`src/hdl/histogram_largest_rectangle_defines.svh`:
```
// Assertion macros shared by the histogram block.
`ifndef HISTOGRAM_LARGEST_RECTANGLE_DEFINES_SVH
`define HISTOGRAM_LARGEST_RECTANGLE_DEFINES_SVH

// The consequent must hold in the same cycle as the antecedent.
`define HLR_ASSERT_NOW(label, clk, rst_n, ante, cons, msg) \
  label: assert property (@(posedge clk) disable iff (!rst_n) (ante) |-> (cons)) \
    else $error(msg);

// The consequent must hold in the cycle after the antecedent.
`define HLR_ASSERT_NEXT(label, clk, rst_n, ante, cons, msg) \
  label: assert property (@(posedge clk) disable iff (!rst_n) (ante) |=> (cons)) \
    else $error(msg);

`endif

```
`src/hdl/hlr_pkg.sv`:
```
`timescale 1ns / 1ps

package hlr_pkg;

  localparam int unsigned BAR_HEIGHT_W = 16;
  localparam int unsigned AREA_W       = 26;
  localparam logic [AREA_W-1:0] AREA_MAX = '1;

  typedef enum logic [3:0] {
    S_IDLE  = 4'b0001,
    S_SCAN  = 4'b0010,
    S_DRAIN = 4'b0100,
    S_DONE  = 4'b1000
  } hlr_state_e;

endpackage

```
`src/hdl/hlr_area_unit.sv`:
```
`timescale 1ns / 1ps

module hlr_area_unit
  import hlr_pkg::*;
#(
  parameter int unsigned HEIGHT_BITS = 16,
  parameter int unsigned CNT_W       = 11
) (
  input  logic                   clk_i,
  input  logic                   rst_ni,
  input  logic                   valid_i,
  input  logic [HEIGHT_BITS-1:0] height_i,
  input  logic [CNT_W-1:0]       width_i,
  input  logic                   clear_i,
  output logic [AREA_W-1:0]      best_o,
  output logic                   busy_o
);

  localparam int unsigned PROD_W = HEIGHT_BITS + CNT_W;
  localparam int unsigned CMP_W  = (PROD_W > AREA_W) ? PROD_W : AREA_W;

  logic              p_valid_q;
  logic [PROD_W-1:0] prod_q;
  logic [CMP_W-1:0]  prod_ext;
  logic [AREA_W-1:0] area_sat;
  logic [AREA_W-1:0] best_d, best_q;

  always_ff @(posedge clk_i or negedge rst_ni) begin
    if (!rst_ni) begin
      p_valid_q <= 1'b0;
    end else begin
      p_valid_q <= valid_i;
    end
  end

  always_ff @(posedge clk_i) begin
    if (valid_i) begin
      prod_q <= PROD_W'(height_i) * PROD_W'(width_i);
    end
  end

  // Areas that do not fit the result field saturate before the compare.
  always_comb begin
    prod_ext = CMP_W'(prod_q);
    if (prod_ext > CMP_W'(AREA_MAX)) begin
      area_sat = AREA_MAX;
    end else begin
      area_sat = prod_ext[AREA_W-1:0];
    end
    best_d = best_q;
    if (clear_i) begin
      best_d = '0;
    end else if (p_valid_q && (area_sat > best_q)) begin
      best_d = area_sat;
    end
  end

  always_ff @(posedge clk_i or negedge rst_ni) begin
    if (!rst_ni) begin
      best_q <= '0;
    end else begin
      best_q <= best_d;
    end
  end

  assign best_o = best_q;
  assign busy_o = p_valid_q;

endmodule

```
`config.mk`:
```
export PLATFORM = sky130hd
export DESIGN_NAME = hlr_area_unit
export DESIGN_NICKNAME = d
export VERILOG_FILES = /design/src/hdl/histogram_largest_rectangle_defines.svh /design/src/hdl/hlr_pkg.sv /design/src/hdl/hlr_area_unit.sv
export SDC_FILE = /design/constraint.sdc
export NUM_CORES = 1
export LEC_CHECK = 0
export ABC_AREA = 1
export BUFFER_PORTS_ARGS = -buffer_cell sky130_fd_sc_hd__buf_4
export CAP_MARGIN = 20
export CORE_MARGIN = 1.5
export CORE_UTILIZATION = 40
export DETAILED_ROUTE_END_ITERATION = 7
export GPL_TIMING_DRIVEN = 1
export HOLD_SLACK_MARGIN = 0.02
export PLACE_DENSITY = 0.59
export SLEW_MARGIN = 20
export SYNTH_ARGS = -nofsm -noshare
export SYNTH_HDL_FRONTEND = slang
export SYNTH_SLANG_ARGS = --single-unit
export TNS_END_PERCENT = 20
```
`constraint.sdc`:
```
create_clock -name clk_i -period 3.04 [get_ports clk_i]
set_input_delay 0.456 -clock clk_i [delete_from_list [all_inputs] [get_ports clk_i]]
set_output_delay 0.456 -clock clk_i [all_outputs]
set_load 0.1 [all_outputs]
```
==> results of run 1 <==
-- what timing repair did --
action | CTS | global route
pin swaps | 61 | 44
resized for setup | 128 | 69
setup buffers | 6 | 4
gates cloned | 3 | 5
hold buffers | 0 | 0
setup endpoints to repair | 23 | 23
-- worst max path at each step --
stage | from | slack (ps) | cells past startpoint | endpoint
6_report | height_i[9] | -1370 | 22 | prod_ext[22]
5_1_grt | height_i[9] | -1570 | 22 | prod_ext[22]
4_1_cts | height_i[5] | -1320 | 21 | prod_ext[24]
3_5_place_dp | width_i[7] | -1860 | 20 | prod_ext[24]
3_3_place_gp | width_i[7] | -1830 | 19 | prod_ext[24]
2_1_floorplan | width_i[5] | -1560 | 21 | prod_ext[22]
-- power by group through the flow --
stage | logic, mW | registers (mW) | clock network (mW)
finish | 12.1 | 1.51 | 0.580
global route | 13.4 | 1.54 | 0.616
CTS | 11.5 | 1.52 | 0.591
detailed placement | 10.3 | 1.53 | 0
global placement | 10.2 | 1.53 | 0
floorplan | 6.27 | 2.24 | 0
-- cell type report --
class	instances	area share (%)
tap	285	3.003
timing repair buffer	176	15.07
inverter	313	9.896
sequential	54	12.52
clock inverter	3	0.1792
clock buffer	5	1.054
multi-input combinational	749	58.28
-- routing by layer --
metal / routed length, µm / vias up / GRT usage [%]
met3: 861 / 24 / 1.409
met2: 11240 / 149 / 36.18
met4: 334 / 0 / 4.207
li1: - / 3721 / -
met1: 9890 / 3657 / 25.28
met5: 0 / - / 0
-- cell usage in the layout (no fill, tap or decap), types with 4 or more instances in the layout --
| master | synthesis | final |
|---|---|---|
| buf_6 | 0 | 16 |
| ha_1 | 91 | 71 |
| inv_1 | 312 | 284 |
| buf_12 | 0 | 19 |
| xor2_1 | 15 | 13 |
| nor2_4 | 2 | 6 |
| ha_4 | 0 | 19 |
| fa_1 | 125 | 110 |
| xnor2_1 | 4 | 4 |
| clkbuf_16 | 0 | 10 |
| nand2_4 | 1 | 14 |
| nand4_1 | 33 | 33 |
| o21ai_1 | 0 | 7 |
| dfrtp_1 | 27 | 27 |
| a21oi_2 | 0 | 13 |
| o21bai_1 | 6 | 5 |
| a21oi_1 | 32 | 16 |
| nand2_2 | 2 | 40 |
| fa_2 | 0 | 15 |
| buf_4 | 2 | 130 |
| nor2_2 | 1 | 9 |
| edfxtp_1 | 27 | 27 |
| nand3_1 | 25 | 21 |
| nand2_1 | 307 | 256 |
| or2_2 | 26 | 25 |
| nand3_2 | 21 | 24 |
| inv_2 | 0 | 28 |
| nor2_1 | 34 | 22 |
-- state kept, by name, indices dropped and copies added (netlist names) --
signal / cells
best_o: 26
busy_o: 1
prod_ext: 27
-- worst register-to-register path, cell delays in order (launching register included) --
cell      delay (ps)
edfxtp_1         680
or2_2            430
ha_1             300
nand2_1           90
inv_1             60
nand3_2          110
nor2_4            60
a21boi_4         310
buf_4            320
nand4_1          130
nand2_1          110
-- metrics by stage --
| step | setup TNS, ps | cells | util, % | instance area [µm²] | hold slack, ps |
|---|---|---|---|---|---|
| floorplan | -29740 | 1167 | - | 9583 | 160.4 |
| global placement | -35910 | 1559 | 47.58 | 10710 | 403.3 |
| detailed placement | -36590 | 1559 | 47.58 | 10710 | 403.6 |
| CTS | -24970 | 1576 | 51.09 | 11500 | 86.94 |
| global route | -28750 | 1585 | 52.76 | 11870 | 103.5 |
| finish | -25070 | 1585 | 52.76 | 11870 | 73.38 |
-- cells by family after synthesis --
kind of cell    count (synthesis)  synth area share (%)
compound gates                 54                 3.395
xor+xnor                       19                 1.828
fa+ha+maj                     216                 39.99
buf+inv                       364                 15.39
flops                          54                 16.33
simple gates                  460                 23.06
==> flow_summary.yaml, run 1 <==
pwr:
  intPower_mw: 6.946
  pwr-share-seq_pct: 10.6
  switchingPower_mw: 7.278
  total_power_mw: 14.22
  p_leak_nw: 6.526
  powerDensity_nw_per_um2: 1198
  clkPwrFrac_pct: 4.1
  pwr-share-comb_pct: 85.3
  ir_worst_vdd_v: 0.001021
  p_sw_share_pct: 51.17
die:
  ios: 58
  start_util_pct: 40.46
  die_h_um: 153.9
  die_area_um2: 23670
  dieWidth_um: 153.9
  core-area_um2: 22500
  row_count: 55
worst_hold_path:
  hold_class: "input pin to async pin"
cells_and_area:
  drive_gt1_share_pct: 30.46
  nFillCells: 2116
  multiInputGateArea_um2: 6919
  syn_to_final_growth_pct: 30.41
  final_nets: 1546
  register_area_um2: 1486
  antenna_cells: 0
critical_path:
  crit_required_ps: 3090
  path_max_fanout: 5
  rr_worst_depth: 10
  end_kind: "flip-flop"
  start_kind: "input pin"
  worstPathCellList: "buf_12, nand2_4, inv_2, fa_1, inv_2, fa_1, inv_1, fa_1, fa_1, inv_2, fa_1, inv_2, ha_4, nand2_4, nor2_4, inv_2, nor3_2, nand2_1, nand2_2, nand2_2, nand3_2, nand2_1"
  cp_top_family: "adder cells"
  reg2reg_setup_slack_ps: 380
  worstReg2RegEnd: "best_o[19]"
  crit_buf_inv: 7
  cpPeakStageDelay_ps: 540
  r2r-start: "prod_ext[26]"
  cpMaxStageDelayCell: "fa_1"
  crit_type: "input pin to flip-flop"
  arrival_ps: 4470
outcome:
  violations: "negative setup slack"
  outcome: "finished with violations"
synthesis:
  postSynthAreaPerCell_um2: 7.801
  syn-num-nets: 1414
  synthArstFlopShare_pct: 50.00
  ys.flop_type: "edfxtp_1"
  syn-cell-area_um2: 9104
  synth_cells: 1167
  synth_area_leaders: "fa_1, inv_1, nand2_1"
  synth_seq_cells: 54
  yosys_warnings: 0
  synth_edf_count: 27
  yosys.cell_types.count: 32
  synth_top_cells_by_count: "inv_1, nand2_1, fa_1, ha_1, clkbuf_1"
  yosysMostFrequentCell: "inv_1"
  seq_area_frac_synth_pct: 16.33
  yosys.area.top_type_share_pct: 27.49
  yosys.area.top_type: "fa_1"
clock_network:
  cts_tree: "yes"
  root_buffer: "clkbuf_16"
  cts.sinks: 54
  clk_path_buf_depth: 2
  insertion_delay_ps: 300
  cts_buffers: 5
  clk_pin_slew_ps: 80
  htreeDepth: 2
routing:
  first_iter_violations: 316
  via_per_inst: 4.764
  wl_per_cell_um: 14.08
  drc: 0
  dr.pass1.iters: 5
  drt_wl_total_mm: 22.32
  ant_nets: 0
  dr_total_vias: 7551
global_routing:
  grt.total_usage_pct: 19.66
  grt_max_degree: 53
  grt_pass1_vias: 8032
  grt_pass1_wl_mm: 37.90
  antenna_found_initial: 0
  grt_overflow: 0
placed_design:
  pre_cts_ws_ps: -1860
  numPortBuffers: 57
  gp_congestion: 0.8525
  hpwl_mm: 17.69
timing:
  period_minus_slack_ps: 4414
  fin_skew_ps: 8.080
  setup_ws_ps: -1374
  setup_viol: 22
  worst_pin_slew_ps: 670.8
  rsz0062_at_grt: "yes"
  hold_viol: 0
  slew_violations: 0
  max_freq_mhz: 226.5
  slew_headroom_pct: 55.28
  fin_crit_sh_pct: 145.2
flow_run:
  maxCapViolCount: 0
Note: power is estimated with default switching activity, not from simulation.
==> run 2: changes to the inputs <==
--- a/config.mk
+++ b/config.mk
@@ -5,7 +5,7 @@
 export SDC_FILE = /design/constraint.sdc
 export NUM_CORES = 1
 export LEC_CHECK = 0
-export ABC_AREA = 1
+export ABC_AREA = 0
 export BUFFER_PORTS_ARGS = -buffer_cell sky130_fd_sc_hd__buf_4
 export CAP_MARGIN = 20
 export CORE_MARGIN = 1.5
@@ -13,7 +13,7 @@
 export DETAILED_ROUTE_END_ITERATION = 7
 export GPL_TIMING_DRIVEN = 1
 export HOLD_SLACK_MARGIN = 0.02
-export PLACE_DENSITY = 0.59
+export PLACE_DENSITY = 0.6
 export SLEW_MARGIN = 20
 export SYNTH_ARGS = -nofsm -noshare
 export SYNTH_HDL_FRONTEND = slang
==> run 2 against run 1 <==
Against the previous run:
- the run still ends with negative setup slack left
- worst setup slack lost 350 ps
- count of clock-buffer cells in the layout increased by 1
- cell count fell by 15%
- synthesized cell count fell by 21%
- sequential share of layout area rose by 0.82 points
- utilization is 0.23 points higher
- sequential cell count unchanged
- non-clock buffer count is 11 higher
- wire length fell by 18%
- sequential power fell by 6%
- hold slack got worse by 3.7 ps
- critical path type unchanged
- highest routed layer unchanged
==> flow_summary.yaml, run 2 <==
clock_network:
  cts_buffers: 5
  htreeDepth: 2
  root_buffer: "clkbuf_16"
  clk_pin_slew_ps: 70
  insertion_delay_ps: 290
  cts.sinks: 54
  cts_tree: "yes"
  clk_path_buf_depth: 2
  cts.hold.buffers_added: 0
timing:
  slew_violations: 0
  hold_viol: 0
  setup_ws_ps: -1722
  fin_crit_sh_pct: 156.6
  hold_ws_ps: 69.73
  worst_pin_slew_ps: 436.2
  slew_headroom_pct: 70.55
  rsz0062_at_grt: "yes"
  fin_skew_ps: 4.741
  max_freq_mhz: 210.0
  period_minus_slack_ps: 4762
  setup_viol: 22
die:
  dieWidth_um: 149.3
  core-area_um2: 21020
  row_count: 53
  start_util_pct: 40.72
  die_h_um: 149.3
  ios: 58
  die_area_um2: 22290
routing:
  drc: 0
  dr_total_vias: 6409
  via_per_inst: 4.776
  first_iter_violations: 153
  wl_per_cell_um: 13.63
  dr.pass1.iters: 4
  drt_wl_total_mm: 18.29
  ant_nets: 0
placed_design:
  pre_cts_ws_ps: -2150
  numPortBuffers: 57
  numPlacedInstances: 1321
  gp_congestion: 0.8941
  hpwl_mm: 15.52
  place_area_um2: 10240
synthesis:
  synthArstFlopShare_pct: 50.00
  yosysMostFrequentCell: "inv_1"
  yosys.area.top_type_share_pct: 29.23
  synth_cells: 917
  postSynthAreaPerCell_um2: 9.336
  syn-num-nets: 1164
  yosys.area.top_type: "fa_1"
  synth_top_cells_by_count: "inv_1, fa_1, nand2_1, and2_1, ha_1"
  yosys.cell_types.count: 48
  seq_area_frac_synth_pct: 17.36
  syn-cell-area_um2: 8561
  ys.flop_type: "edfxtp_1"
  synth_seq_cells: 54
  synth_edf_count: 27
  yosys_warnings: 0
  synth_area_leaders: "fa_1, ha_1, edfxtp_1"
critical_path:
  start_kind: "input pin"
  r2r-start: "prod_ext[26]"
  crit_required_ps: 3080
  cp_top_family: "adder cells"
  cpMostUsedCell: "fa_1"
  path_max_fanout: 5
  cpPeakStageDelay_ps: 530
  arrival_ps: 4810
  worstReg2RegEnd: "best_o[8]"
  cpMaxStageDelayCell: "fa_1"
  reg2reg_setup_slack_ps: 110
  worstPathCellList: "buf_12, and2_4, fa_1, inv_1, fa_1, inv_1, fa_1, fa_1, inv_1, fa_1, inv_2, ha_4, and3_4, nand2_4, a211oi_4, o311ai_4, o211a_1, buf_4, xnor2_1"
  end_kind: "flip-flop"
  rr_worst_depth: 12
  crit_buf_inv: 6
  crit_type: "input pin to flip-flop"
cells_and_area:
  largest_reg_flops: 27
  antenna_cells: 0
  design_area_um2: 11140
  nFillCells: 1926
  mostFrequentLayoutCells: "inv_1, buf_4, fa_1"
  final_nets: 1313
  final_cells: 1342
  drive_gt1_share_pct: 34.86
  final_common_cell: "inv_1"
  syn_to_final_growth_pct: 30.12
flow_run:
  maxCapViolCount: 0
global_routing:
  grt_max_degree: 33
  grt.total_usage_pct: 17.31
  grt_pass1_vias: 6685
  grt_overflow: 0
  antenna_found_initial: 0
  grt_pass1_wl_mm: 31.70
worst_hold_path:
  hold_class: "input pin to async pin"
pwr:
  pwr-share-seq_pct: 10.7
  switchingPower_mw: 6.111
  pwr-share-comb_pct: 84.6
  p_leak_nw: 5.242
  powerDensity_nw_per_um2: 1196
  clkPwrFrac_pct: 4.7
  ir_worst_vdd_v: 0.0009055
  intPower_mw: 7.211
  total_power_mw: 13.32
  p_sw_share_pct: 45.87
outcome:
  violations: "negative setup slack"
  outcome: "finished with violations"
run 2: changes by cell type after synthesis, moves of 17 or more:
cell / delta
and2_1: +96
nand4_1: -25
nand3_1: -17
nand2_1: -210
nand3_2: -21
a211oi_2: +23
inv_1: -136
run 2: final cells by class:
type	instances	area (µm²)	share of cell area, %
timing repair buffer	187	1629	14.62
inverter	176	660.6	5.931
clock inverter	2	33.78	0.3033
sequential	54	1486	13.34
clock buffer	6	128.9	1.157
multi-input combinational	642	6857	61.55
tap	275	344.1	3.089
run 2: what timing repair did:
action / in CTS / in global routing
gates cloned: 1 / 0
gates resized for setup: 87 / 63
setup buffers: 8 / 4
pin swaps: 70 / 46
setup endpoints to repair: 48 / 49
hold endpoints to repair: 0 / 0
run 2: cells by family (layout without fill, tap and decap cells):
family / count (synthesis) / count (layout) / share of synthesized area [%]
flops: 54 / 54 / 17.36
buf+inv: 221 / 371 / 10.04
compound gates: 108 / 108 / 9.968
fa+ha+maj: 216 / 216 / 42.53
simple gates: 296 / 296 / 17.85
xor+xnor: 22 / 22 / 2.251
run 2: worst reg2reg max path: stages, from the launching register on:
cell and delay (ps):
edfxtp_1 380, buf_6 150, or2_2 310, ha_1 300, nand4_1 180, nor4_2 50
buf_4 130, o21ai_1 80, or4b_4 500, o221ai_4 230, buf_6 220, nor2_1 70
a211oi_1 230
run 2: per-stage QoR:
step	util [%]	setup TNS (ps)
2_1_floorplan	-	-35120
3_3_place_gp	48.71	-38840
3_5_place_dp	48.71	-39680
4_1_cts	51.59	-30660
5_1_grt	52.99	-31620
6_report	52.99	-28800
run 2: power groups by stage:
stage	combinational, mW	clock (mW)	sequential, mW
2_1_floorplan	6.13	0	2.11
3_3_place_gp	9.51	0	1.43
3_5_place_dp	9.60	0	1.44
4_1_cts	10.7	0.640	1.43
5_1_grt	12.5	0.670	1.45
6_report	11.3	0.624	1.42
run 2: metal layers:
metal	share of wire, %	wire length [µm]	GRT usage (%)	up-vias
met3	2.5	466	1.131	9
met2	47	8664	29.07	91
met1	49	9031	24.91	3137
met5	0	0	0	-
met4	0.71	129	2.921	0
li1	-	-	-	3172
run 2: worst max path at each step:
| stage | startpoint | end | slack [ps] | depth (start not counted) |
|---|---|---|---|---|
| 2_1_floorplan | height_i[3] | prod_ext[25] | -1880 | 19 |
| 3_3_place_gp | width_i[7] | prod_ext[25] | -2100 | 18 |
| 3_5_place_dp | width_i[7] | prod_ext[25] | -2150 | 15 |
| 4_1_cts | height_i[2] | prod_ext[21] | -1680 | 17 |
| 5_1_grt | width_i[7] | prod_ext[21] | -1830 | 19 |
| 6_report | width_i[7] | prod_ext[21] | -1720 | 19 |
==> run 3: changes to the inputs <==
--- a/config.mk
+++ b/config.mk
@@ -10,6 +10,7 @@
 export CAP_MARGIN = 20
 export CORE_MARGIN = 1.5
 export CORE_UTILIZATION = 40
+export CTS_BUF_LIST = sky130_fd_sc_hd__clkbuf_4
 export DETAILED_ROUTE_END_ITERATION = 7
 export GPL_TIMING_DRIVEN = 1
 export HOLD_SLACK_MARGIN = 0.02
==> run 3 against run 2 <==
Against the previous run:
- the flow still finishes with violations (negative setup slack)
- largest cell class unchanged
- count of clock-buffer cells in the layout stayed put
- cell count unchanged
- highest routed layer unchanged
- global-route usage shrank 0.13 points
- non-clock buffer count down 1
- critical path depth unchanged
- cell area is 1.1% lower
- via count decreased by 0.33%
- die area unchanged
- total power decreased by 3.1%
==> flow_summary.yaml, run 3 (synthesis results as in run 2) <==
placed_design:
  numPortBuffers: 57
  hpwl_mm: 15.52
  numPlacedInstances: 1321
  gp_congestion: 0.8941
timing:
  hold_viol: 0
  max_freq_mhz: 216.2
  hold_ws_ps: 385.7
  rsz0062_at_grt: "yes"
  fin_skew_ps: 15.89
  setup_ws_ps: -1586
  period_minus_slack_ps: 4626
  slew_headroom_pct: 70.55
  setup_viol: 22
  fin_crit_sh_pct: 152.2
  worst_pin_slew_ps: 436.2
  slew_violations: 0
routing:
  via_per_inst: 4.760
  drt_wl_total_mm: 18.13
  wl_per_cell_um: 13.51
  dr_total_vias: 6388
  ant_nets: 0
  drc: 0
  dr.pass1.iters: 4
  first_iter_violations: 171
critical_path:
  path_max_fanout: 5
  rr_worst_depth: 11
  cpMaxStageDelayCell: "fa_1"
  crit_type: "input pin to flip-flop"
  worstPathCellList: "buf_12, and2_4, fa_1, inv_1, fa_1, inv_1, fa_1, fa_1, inv_1, fa_1, inv_2, ha_4, and3_4, nand2_4, a211oi_4, o311ai_4, o211a_1, buf_6, xnor2_1"
  r2r-start: "prod_ext[26]"
  start_kind: "input pin"
  crit_buf_inv: 6
  end_kind: "flip-flop"
  cp_top_family: "adder cells"
  cpMostUsedCell: "fa_1"
  cpPeakStageDelay_ps: 530
  worstReg2RegEnd: "best_o[8]"
  arrival_ps: 4780
  reg2reg_setup_slack_ps: 90
  crit_required_ps: 3200
worst_hold_path:
  worstHoldStart: "valid_i"
  hold_class: "input pin to flip-flop"
  whs_path_depth: 1
  hold_path_end: "busy_o"
cells_and_area:
  register_area_um2: 1486
  final_nets: 1312
  final_cells: 1342
  multiInputGateArea_um2: 6827
  nFillCells: 1918
  mostFrequentLayoutCells: "inv_1, buf_4, fa_1"
  syn_to_final_growth_pct: 28.63
  drive_gt1_share_pct: 33.77
  largest_reg_flops: 27
  final_common_cell: "inv_1"
die:
  dieWidth_um: 149.3
  core-area_um2: 21020
  row_count: 53
  ios: 58
  die_h_um: 149.3
  die_area_um2: 22290
  start_util_pct: 40.72
global_routing:
  grt_pass1_vias: 6659
  grt.total_usage_pct: 17.18
  grt_overflow: 0
  grt_max_degree: 33
  grt_pass1_wl_mm: 31.36
  antenna_found_initial: 1
clock_network:
  root_buffer: "clkbuf_4"
  cts.sinks: 54
  htreeDepth: 2
  clk_path_buf_depth: 2
  insertion_delay_ps: 380
  cts_buffers: 5
  clk_pin_slew_ps: 140
  cts_tree: "yes"
outcome:
  outcome: "finished with violations"
  violations: "negative setup slack"
pwr:
  ir_worst_vdd_v: 0.0008535
  p_leak_nw: 5.205
  powerDensity_nw_per_um2: 1172
flow_run:
  maxCapViolCount: 0
-- run 3: changes by cell type in the layout (fill, tap and decap cells not counted), sizes merged --
cell,before,now
dlygate4sd3,0,1
diode,0,1
buf,187,185
-- run 3: per-stage QoR --
step	area (µm²)	power [mW]	worst slack, ps	TNS (ps)	util [%]
2_1_floorplan	9015	8.242	-1878	-35120	-
3_3_place_gp	10240	10.94	-2098	-38840	48.71
3_5_place_dp	10240	11.04	-2150	-39680	48.71
4_1_cts	10770	12.28	-1555	-26800	51.21
5_1_grt	11010	14.17	-1669	-29450	52.38
6_report	11010	12.90	-1586	-26830	52.38
-- run 3: power breakdown --
group / switching (mW) / total, mW / internal (mW)
Combinational: 5.70 / 11.1 / 5.39
Clock: 0.214 / 0.394 / 0.180
Sequential: 0.0866 / 1.42 / 1.33
Total: 6.00 / 12.9 / 6.90
-- run 3: final cells by class --
cell class,instances,share of cell area (%)
timing repair buffer,186,14.65
inverter,176,5.999
multi-input combinational,642,61.99
antenna,1,0.02272
clock buffer,6,0.4090
sequential,54,13.50
tap,275,3.125
clock inverter,2,0.3068
-- run 3: how the worst max path moves through the flow --
stage                            from            to  cells after the start
final                      width_i[7]  prod_ext[21]                     19
after floorplan           height_i[3]  prod_ext[25]                     19
after global placement     width_i[7]  prod_ext[25]                     18
after global routing       width_i[7]  prod_ext[21]                     19
after detailed placement   width_i[7]  prod_ext[25]                     15
after CTS                  width_i[7]  prod_ext[25]                     18
-- run 3: per-layer routing --
metal | part of all wire (%) | track usage (%)
met5 | 0 | 0
met4 | 0.85 | 3.168
met1 | 50 | 24.73
met3 | 2.2 | 1.223
met2 | 47 | 28.63
-- run 3: what timing repair did --
item / 4_1_cts / 5_1_grt
cloned: 1 / 0
gates resized for setup: 90 / 45
setup endpoints to repair: 44 / 48
hold endpoints to repair: 27 / 0
pin swaps: 74 / 36
setup buffers: 7 / 3
hold buffers: 1 / 0
